==> src/rtl/sfq_pkg.sv <==
// ----------------------------------------------------------------------------
// Shortest-first sorted queue package
// Sizes, status codes, control/status bundles and slot arithmetic that are
// shared by the controller, the datapath and the top level.
// ----------------------------------------------------------------------------
package sfq_pkg;

    localparam int DEPTH    = 128;
    localparam int PTR_W    = $clog2(DEPTH);
    localparam int CNT_W    = $clog2(DEPTH + 1);
    localparam int KEY_W    = 12;
    localparam int HANDLE_W = 16;
    localparam int STATUS_W = 2;
    localparam int OCC_W    = 8;

    localparam logic OP_INSERT = 1'b0;
    localparam logic OP_REMOVE = 1'b1;

    localparam logic [STATUS_W-1:0] ST_INSERTED = 2'd0;
    localparam logic [STATUS_W-1:0] ST_REMOVED  = 2'd1;
    localparam logic [STATUS_W-1:0] ST_FULL     = 2'd2;
    localparam logic [STATUS_W-1:0] ST_EMPTY    = 2'd3;

    typedef struct packed {
        logic                load;
        logic                rd_prev;
        logic                rd_head;
        logic                wr_new;
        logic                wr_shift;
        logic                pop;
        logic                res_en;
        logic [STATUS_W-1:0] res_status;
    } t_cmd;

    typedef struct packed {
        logic is_insert;
        logic full;
        logic empty;
        logic pos_zero;
        logic key_le;
    } t_stat;

    // Physical slot of a position counted from the head, wrapping once.
    function automatic logic [PTR_W-1:0] slot_of(input logic [PTR_W-1:0] head,
                                                 input logic [CNT_W-1:0] pos);
        logic [CNT_W:0] sum;
        sum = (CNT_W+1)'(head) + (CNT_W+1)'(pos);
        if (sum >= (CNT_W+1)'(DEPTH)) begin
            sum = sum - (CNT_W+1)'(DEPTH);
        end
        return sum[PTR_W-1:0];
    endfunction

endpackage

==> src/rtl/sfq_ctrl.sv <==
// ----------------------------------------------------------------------------
// Shortest-first sorted queue controller
// Sequences one request at a time: dispatch, the read/compare walk toward the
// insertion point, the head pop, and the single result.
// ----------------------------------------------------------------------------
module sfq_ctrl (
    input  logic          i_clk,
    input  logic          i_rst_n,
    input  logic          start,
    input  sfq_pkg::t_stat i_stat,
    output logic          busy,
    output sfq_pkg::t_cmd o_cmd
);

    localparam logic [1:0] S_IDLE     = 2'd0;
    localparam logic [1:0] S_DISPATCH = 2'd1;
    localparam logic [1:0] S_CMP      = 2'd2;
    localparam logic [1:0] S_POP      = 2'd3;

    logic [1:0] r_state;
    logic [1:0] n_state;

    always_comb begin
        n_state = r_state;
        o_cmd   = '0;
        unique case (r_state)
            S_IDLE: begin
                if (start) begin
                    o_cmd.load = 1'b1;
                    n_state    = S_DISPATCH;
                end
            end
            S_DISPATCH: begin
                if (i_stat.is_insert) begin
                    if (i_stat.full) begin
                        o_cmd.res_en     = 1'b1;
                        o_cmd.res_status = sfq_pkg::ST_FULL;
                        n_state          = S_IDLE;
                    end else if (i_stat.pos_zero) begin
                        o_cmd.wr_new     = 1'b1;
                        o_cmd.res_en     = 1'b1;
                        o_cmd.res_status = sfq_pkg::ST_INSERTED;
                        n_state          = S_IDLE;
                    end else begin
                        o_cmd.rd_prev = 1'b1;
                        n_state       = S_CMP;
                    end
                end else begin
                    if (i_stat.empty) begin
                        o_cmd.res_en     = 1'b1;
                        o_cmd.res_status = sfq_pkg::ST_EMPTY;
                        n_state          = S_IDLE;
                    end else begin
                        o_cmd.rd_head = 1'b1;
                        n_state       = S_POP;
                    end
                end
            end
            S_CMP: begin
                if (i_stat.key_le) begin
                    o_cmd.wr_new     = 1'b1;
                    o_cmd.res_en     = 1'b1;
                    o_cmd.res_status = sfq_pkg::ST_INSERTED;
                    n_state          = S_IDLE;
                end else begin
                    o_cmd.wr_shift = 1'b1;
                    n_state        = S_DISPATCH;
                end
            end
            S_POP: begin
                o_cmd.pop        = 1'b1;
                o_cmd.res_en     = 1'b1;
                o_cmd.res_status = sfq_pkg::ST_REMOVED;
                n_state          = S_IDLE;
            end
            default: begin
                n_state = S_IDLE;
            end
        endcase
    end

    always_ff @(posedge i_clk) begin
        if (!i_rst_n) begin
            r_state <= S_IDLE;
        end else begin
            r_state <= n_state;
        end
    end

    assign busy = (r_state != S_IDLE);

endmodule

==> src/rtl/sfq_datapath.sv <==
// ----------------------------------------------------------------------------
// Shortest-first sorted queue datapath
// Circular key and handle memories, head pointer, entry count, walk position,
// request latch and the result register.
// ----------------------------------------------------------------------------
module sfq_datapath (
    input  logic                             i_clk,
    input  logic                             i_rst_n,
    input  sfq_pkg::t_cmd                    i_cmd,
    input  logic                             i_opcode,
    input  logic [sfq_pkg::KEY_W-1:0]        i_key_length,
    input  logic [sfq_pkg::HANDLE_W-1:0]     i_payload_handle,
    output sfq_pkg::t_stat                   o_stat,
    output logic                             o_done,
    output logic [sfq_pkg::STATUS_W-1:0]     o_status,
    output logic [sfq_pkg::KEY_W-1:0]        o_out_key,
    output logic [sfq_pkg::HANDLE_W-1:0]     o_out_handle,
    output logic [sfq_pkg::OCC_W-1:0]        o_occupancy
);

    logic [sfq_pkg::KEY_W-1:0]    key_mem    [sfq_pkg::DEPTH];
    logic [sfq_pkg::HANDLE_W-1:0] handle_mem [sfq_pkg::DEPTH];

    logic [sfq_pkg::PTR_W-1:0]    r_head;
    logic [sfq_pkg::PTR_W-1:0]    n_head;
    logic [sfq_pkg::CNT_W-1:0]    r_count;
    logic [sfq_pkg::CNT_W-1:0]    n_count;
    logic [sfq_pkg::CNT_W-1:0]    r_pos;
    logic                         r_op;
    logic [sfq_pkg::KEY_W-1:0]    r_key;
    logic [sfq_pkg::HANDLE_W-1:0] r_handle;
    logic [sfq_pkg::KEY_W-1:0]    r_rd_key;
    logic [sfq_pkg::HANDLE_W-1:0] r_rd_handle;
    logic                         r_done;
    logic [sfq_pkg::STATUS_W-1:0] r_status;
    logic [sfq_pkg::KEY_W-1:0]    r_out_key;
    logic [sfq_pkg::HANDLE_W-1:0] r_out_handle;
    logic [sfq_pkg::OCC_W-1:0]    r_occ;

    logic [sfq_pkg::PTR_W-1:0]    wr_addr;
    logic [sfq_pkg::PTR_W-1:0]    rd_addr;
    logic [sfq_pkg::KEY_W-1:0]    wr_key;
    logic [sfq_pkg::HANDLE_W-1:0] wr_handle;

    assign wr_addr   = sfq_pkg::slot_of(r_head, r_pos);
    assign rd_addr   = i_cmd.rd_head ? r_head
                                     : sfq_pkg::slot_of(r_head, r_pos - sfq_pkg::CNT_W'(1));
    assign wr_key    = i_cmd.wr_new ? r_key    : r_rd_key;
    assign wr_handle = i_cmd.wr_new ? r_handle : r_rd_handle;

    always_ff @(posedge i_clk) begin
        if (i_cmd.wr_new || i_cmd.wr_shift) begin
            key_mem[wr_addr]    <= wr_key;
            handle_mem[wr_addr] <= wr_handle;
        end
        if (i_cmd.rd_prev || i_cmd.rd_head) begin
            r_rd_key    <= key_mem[rd_addr];
            r_rd_handle <= handle_mem[rd_addr];
        end
    end

    always_comb begin
        n_count = r_count;
        n_head  = r_head;
        if (i_cmd.wr_new) begin
            n_count = r_count + sfq_pkg::CNT_W'(1);
        end else if (i_cmd.pop) begin
            n_count = r_count - sfq_pkg::CNT_W'(1);
            if (r_head == sfq_pkg::PTR_W'(sfq_pkg::DEPTH - 1)) begin
                n_head = '0;
            end else begin
                n_head = r_head + sfq_pkg::PTR_W'(1);
            end
        end
    end

    always_ff @(posedge i_clk) begin
        if (!i_rst_n) begin
            r_head  <= '0;
            r_count <= '0;
            r_done  <= 1'b0;
        end else begin
            r_head  <= n_head;
            r_count <= n_count;
            r_done  <= i_cmd.res_en;
        end
    end

    always_ff @(posedge i_clk) begin
        if (i_cmd.load) begin
            r_op     <= i_opcode;
            r_key    <= i_key_length;
            r_handle <= i_payload_handle;
            r_pos    <= r_count;
        end else if (i_cmd.wr_shift) begin
            r_pos <= r_pos - sfq_pkg::CNT_W'(1);
        end
        if (i_cmd.res_en) begin
            r_status     <= i_cmd.res_status;
            r_out_key    <= i_cmd.pop ? r_rd_key    : '0;
            r_out_handle <= i_cmd.pop ? r_rd_handle : '0;
            r_occ        <= sfq_pkg::OCC_W'(n_count);
        end
    end

    assign o_stat.is_insert = (r_op == sfq_pkg::OP_INSERT);
    assign o_stat.full      = (r_count == sfq_pkg::CNT_W'(sfq_pkg::DEPTH));
    assign o_stat.empty     = (r_count == '0);
    assign o_stat.pos_zero  = (r_pos == '0);
    assign o_stat.key_le    = (r_rd_key <= r_key);

    assign o_done       = r_done;
    assign o_status     = r_status;
    assign o_out_key    = r_out_key;
    assign o_out_handle = r_out_handle;
    assign o_occupancy  = r_occ;

endmodule

==> src/rtl/shortest_first_sorted_queue_core.sv <==
// ----------------------------------------------------------------------------
// Shortest-first sorted queue core
// Keeps requests in ascending key order in a circular memory; equal keys keep
// arrival order. Insert walks from the tail shifting larger keys, remove pops
// the head.
//
//   channel   | handshake             | fields
//   ----------+-----------------------+-------------------------------------
//   request   | start, busy           | i_opcode, i_key_length,
//             |                       | i_payload_handle
//   result    | o_done (one cycle)    | o_status, o_out_key, o_out_handle,
//             |                       | o_occupancy
//
// A request is taken when start is high and busy is low. A rejection is
// decided in the dispatch state, a remove reads the head and then pops it, and
// an insert steps from the tail toward the head; each shift step is one memory
// read followed by one compare and write, and the walk ends at the head or at a
// smaller or equal key. Busy falls with the result strobe, so the next request
// can be taken at the edge that ends the strobe cycle. Reset empties the queue;
// the memories are not cleared. The receiver cannot stall a result.
// ----------------------------------------------------------------------------
module shortest_first_sorted_queue_core (
    input  logic                         i_clk,
    input  logic                         i_rst_n,
    input  logic                         start,
    output logic                         busy,
    input  logic                         i_opcode,
    input  logic [sfq_pkg::KEY_W-1:0]    i_key_length,
    input  logic [sfq_pkg::HANDLE_W-1:0] i_payload_handle,
    output logic                         o_done,
    output logic [sfq_pkg::STATUS_W-1:0] o_status,
    output logic [sfq_pkg::KEY_W-1:0]    o_out_key,
    output logic [sfq_pkg::HANDLE_W-1:0] o_out_handle,
    output logic [sfq_pkg::OCC_W-1:0]    o_occupancy
);

    sfq_pkg::t_cmd  cmd;
    sfq_pkg::t_stat stat;

    sfq_ctrl u_ctrl (
        .i_clk   (i_clk),
        .i_rst_n (i_rst_n),
        .start   (start),
        .i_stat  (stat),
        .busy    (busy),
        .o_cmd   (cmd)
    );

    sfq_datapath u_datapath (
        .i_clk            (i_clk),
        .i_rst_n          (i_rst_n),
        .i_cmd            (cmd),
        .i_opcode         (i_opcode),
        .i_key_length     (i_key_length),
        .i_payload_handle (i_payload_handle),
        .o_stat           (stat),
        .o_done           (o_done),
        .o_status         (o_status),
        .o_out_key        (o_out_key),
        .o_out_handle     (o_out_handle),
        .o_occupancy      (o_occupancy)
    );

    a_accept_busy: assert property (@(posedge i_clk) disable iff (!i_rst_n)
        (start && !busy) |=> busy)
        else $error("accepted request did not raise busy");

    a_reject_zero: assert property (@(posedge i_clk) disable iff (!i_rst_n)
        (o_done && o_status != sfq_pkg::ST_REMOVED) |-> (o_out_key == '0 && o_out_handle == '0))
        else $error("non-remove result carries entry data");

    a_empty_occ: assert property (@(posedge i_clk) disable iff (!i_rst_n)
        (o_done && o_status == sfq_pkg::ST_EMPTY) |-> (o_occupancy == '0))
        else $error("empty rejection with nonzero occupancy");

    a_full_occ: assert property (@(posedge i_clk) disable iff (!i_rst_n)
        (o_done && o_status == sfq_pkg::ST_FULL)
            |-> (o_occupancy == sfq_pkg::OCC_W'(sfq_pkg::DEPTH)))
        else $error("full rejection with wrong occupancy");

endmodule

==> config.mk <==
export PLATFORM = sky130hd
export DESIGN_NAME = shortest_first_sorted_queue_core
export DESIGN_NICKNAME = d
export VERILOG_FILES = /design/src/rtl/sfq_pkg.sv /design/src/rtl/sfq_ctrl.sv /design/src/rtl/sfq_datapath.sv /design/src/rtl/shortest_first_sorted_queue_core.sv
export SDC_FILE = /design/constraint.sdc
export NUM_CORES = 2
export LEC_CHECK = 0
export BUFFER_PORTS_ARGS = -buffer_cell sky130_fd_sc_hd__clkbuf_2
export CORE_UTILIZATION = 37
export DETAILED_ROUTE_END_ITERATION = 10
export PLACE_DENSITY = 0.6
export SYNTH_ARGS = -nofsm -noshare
export SYNTH_HDL_FRONTEND = slang
export SYNTH_HIERARCHICAL = 1
export SYNTH_SLANG_ARGS = --single-unit
==> constraint.sdc <==
create_clock -name i_clk -period 18.4 [get_ports i_clk]
set_input_delay 3.68 -clock i_clk [delete_from_list [all_inputs] [get_ports i_clk]]
set_output_delay 3.68 -clock i_clk [all_outputs]
set_load 0.05 [all_outputs]
==> impl_metrics.env <==
export IMPL_setup_tns_ns=0
export IMPL_yosys_top_cells_area="edfxtp_1 (78%), mux4_2 (14%), nand2_1 (1.3%)"
export IMPL_report_final_setup_viol=0
export IMPL_powerDensity_nw_per_um2=126
export IMPL_numCtsBuffers=367
export IMPL_fmax_mhz=133
export IMPL_synth_edff_count=3687
export IMPL_fin_crit_ns=7.52
export IMPL_worst_pin_slew_ns=1.33
export IMPL_die_w_um=622
export IMPL_grt_pass1_vias=70289
export IMPL_syn_nets=6696
export IMPL_clock_latency_ns=0.94
export IMPL_cts_path_max_buffers=4
export IMPL_path_clk_slew_ns=0.06
export IMPL_cp_max_fo=92
export IMPL_ant_nets=0
export IMPL_sw_frac_of_total_pct=27.4
export IMPL_routed_via_count=70569
export IMPL_clock_sinks=3705
export IMPL_die_h_um=622
export IMPL_rows=227
export IMPL_grt_max_degree=139
export IMPL_hold_buffers=0
export IMPL_viasPerCell=5.73
export IMPL_power_internal_w=0.0148
export IMPL_synthDominantAreaCellType="edfxtp_1"
export IMPL_crit_type="flop to flop"
export IMPL_rsz0062_at_grt="false"
export IMPL_crit_path_start_kind="flop"
export IMPL_ys_async_sr_fraction_pct=0
export IMPL_wl_mm=393
export IMPL_ys_seq_elements=3705
export IMPL_area_growth_pct=13.8
export IMPL_worst_clock_skew_ns=0.0442
export IMPL_drtPass1Iterations=5
export IMPL_post_route_util_pct=42.3
export IMPL_start_util_pct=37.2
export IMPL_ir_drop_mv=0.0869
export IMPL_cts_root_buf="clkbuf_16"
export IMPL_htree_levels=5
export IMPL_ctsResizeCount=0
export IMPL_synth_area_per_cell_um2=21.4
export IMPL_dpl_hpwl_mm=218
export IMPL_postSynthCellCount=6627
export IMPL_io_buffers=71
export IMPL_pwr_share_clk_pct=35.6
export IMPL_gp_congestion=0.811
export IMPL_finalCritPeriodShare_pct=40.9
export IMPL_leakagePower_nw=50.1
export IMPL_ys_seq_area_share_pct=78.2
export IMPL_drive_gt1_share_pct=26.3
export IMPL_grt_pass1_wl_mm=549
export IMPL_pwr_share_seq_pct=47.3
export IMPL_netSwitchingPower_w=0.00560
export IMPL_drt_wirelength_per_cell_um=31.9
export IMPL_max_slew_margin_pct=11.4
export IMPL_cts_tree="built"
export IMPL_fillerInstances=32662
export IMPL_grtUsageTotal_pct=19.9
export IMPL_overflow=0
export IMPL_yosysWarnings=6
export IMPL_cp_data_arrival_time_ns=8.19
export IMPL_syn_cell_area_um2=142000
export IMPL_drc=0
export IMPL_drt_iter0_markers=9420
export IMPL_end_kind="flop"
export IMPL_ys_flop_type="edfxtp_1"
export IMPL_ios=72
export IMPL_status="finished clean"
export IMPL_synth_cell_types=62
export IMPL_finalMaxSlewViolations=0
export IMPL_nets=7019
export IMPL_hold_path_class="flop to flop"
export IMPL_hold_viol=0
export IMPL_pwr_share_comb_pct=17.1
export IMPL_antenna_found_initial=29
export IMPL_maxCapViolCount=0
export IMPL_crit_required_ns=19.07
export IMPL_dieArea_um2=386000
export IMPL_netlist_area_leader_share_pct=77.9
export IMPL_core_area_um2=382000
export IMPL_cts_setup_buffers=0
-- state kept, by name (all words and copies together) (netlist names) --
signal and flops:
u_datapath/o_out_key 12, u_datapath/r_rd_key 12, u_datapath/o_out_handle 16, u_datapath/r_head 7, u_datapath/handle_mem 2048, u_ctrl/r_state 2, u_datapath/o_done 1, u_datapath/r_count 8
u_datapath/r_handle 16, u_datapath/r_pos 8, u_datapath/key_mem 1536, u_datapath/r_key 12, u_datapath/r_op 1, u_datapath/r_rd_handle 16, u_datapath/o_status 2, u_datapath/o_occupancy 8
-- path summary, 6_finish.rpt --
check / start / end / slack [ns] / cells after the start
worst max-delay path: u_datapath/r_count[4]$_SDFF_PN0_ / u_datapath/r_rd_handle[1]$_DFFE_PP_ / 10.88 / 17
worst min-delay path: u_ctrl/r_state[1]$_SDFFE_PN0P_ / u_ctrl/r_state[1]$_SDFFE_PN0P_ / 0.66 / 3
worst max register to register: u_datapath/r_count[4]$_SDFF_PN0_ / u_datapath/r_rd_handle[1]$_DFFE_PP_ / 10.88 / 17
worst min register to register: u_ctrl/r_state[1]$_SDFFE_PN0P_ / u_ctrl/r_state[1]$_SDFFE_PN0P_ / 0.66 / 3
-- per-stage QoR --
step                setup WS [ns]  cells  hold slack (ns)  area (µm²)  total power [W]
floorplan                   10.20   6627            0.525      142000           0.0118
global placement            10.75  11619            0.609      150000           0.0133
detailed placement          10.85  11619            0.621      150000           0.0133
CTS                         10.84  12285            0.644      162000           0.0205
global route                10.23  12309            0.660      162000           0.0210
finish                      10.88  12315            0.656      162000           0.0204
-- cell type report --
type	count	area (µm²)	area share, %
multi-input combinational	2531	30400	18.8
tap	5038	6300	3.90
clock buffer	462	9670	5.98
antenna	30	75.1	0.0464
inverter	29	109	0.0673
clock inverter	204	1820	1.12
timing repair buffer	316	2360	1.46
sequential	3705	111000	68.7
-- cell usage in the layout, fill, tap and decap left out, types with 34 or more instances in the layout --
cell	instances
o21ai_0	38
nand3_1	243
a21o_1	63
nor2_2	66
nor2_4	68
nand4_1	62
buf_4	232
a21oi_1	61
clkbuf_2	71
ha_1	34
edfxtp_1	3687
nand2_1	476
mux4_2	896
and2_1	40
clkbuf_1	89
clkbuf_16	373
a22o_1	108
clkinv_1	87
a22oi_1	111
clkinv_2	57
-- Yosys cell counts (4+ instances only) --
cell and number:
edfxtp_1 3687, mux4_2 896, nand2_1 485, nand3_1 243, clkbuf_1 190, nor2_1 148
a22oi_1 111, a22o_1 108, buf_1 104, a21oi_1 69, a21o_1 63, buf_2 63
nand4_1 62, and2_1 44, o21ai_0 39, ha_1 35, mux2_2 33, o21ai_1 33
or3_1 32, o22ai_1 27, inv_1 26, dfxtp_1 18, xnor2_1 16, xor2_1 13
mux2i_1 7, nor3_1 7, nand2b_1 5, nor3b_1 5, buf_6 4
-- power groups by stage --
| stage | combinational [W] | sequential [W] | clock [W] |
|---|---|---|---|
| 3_5_place_dp | 0.00348 | 0.00983 | 0 |
| 3_3_place_gp | 0.00344 | 0.00982 | 0 |
| 5_1_grt | 0.00364 | 0.00964 | 0.00767 |
| 4_1_cts | 0.00349 | 0.00965 | 0.00738 |
| 6_report | 0.00349 | 0.00965 | 0.00727 |
| 2_1_floorplan | 0.00200 | 0.00981 | 0 |
-- cell families (layout without fill, tap and decap cells) --
family	Yosys count	after routing	synth area share, %
compound gates	479	479	2.36
xor+xnor	30	30	0.190
fa+ha+maj	37	37	0.336
buf+inv	391	1011	1.11
flops	3705	3705	78.2
mux	936	936	14.5
other cells	0	30	0
simple gates	1049	1049	3.30
-- worst max-delay path, stage by stage, from the launching register on --
cell and delay, ns:
dfxtp_1 0.36, nor3_1 0.29, nor3b_1 0.34, nand2_1 0.12, nor2_1 0.25, inv_2 0.09
and3_4 0.27, mux2i_4 0.20, buf_12 0.66, buf_12 0.52, buf_4 0.63, buf_4 0.63
buf_4 0.82, mux4_2 0.61, a22oi_1 0.23, a21o_1 0.20, a21oi_1 0.12, or3_1 0.38
-- metal layers --
layer / part of all wire (%) / global-route usage [%] / vias to the layer above
met2: 47 / 32.0 / 3370
met3: 8.5 / 3.25 / 532
met5: 0.0018 / 0 / -
li1: - / - / 28310
met4: 4.1 / 7.23 / 2
met1: 40 / 27.6 / 38355
(Power assumes the default switching activity.)
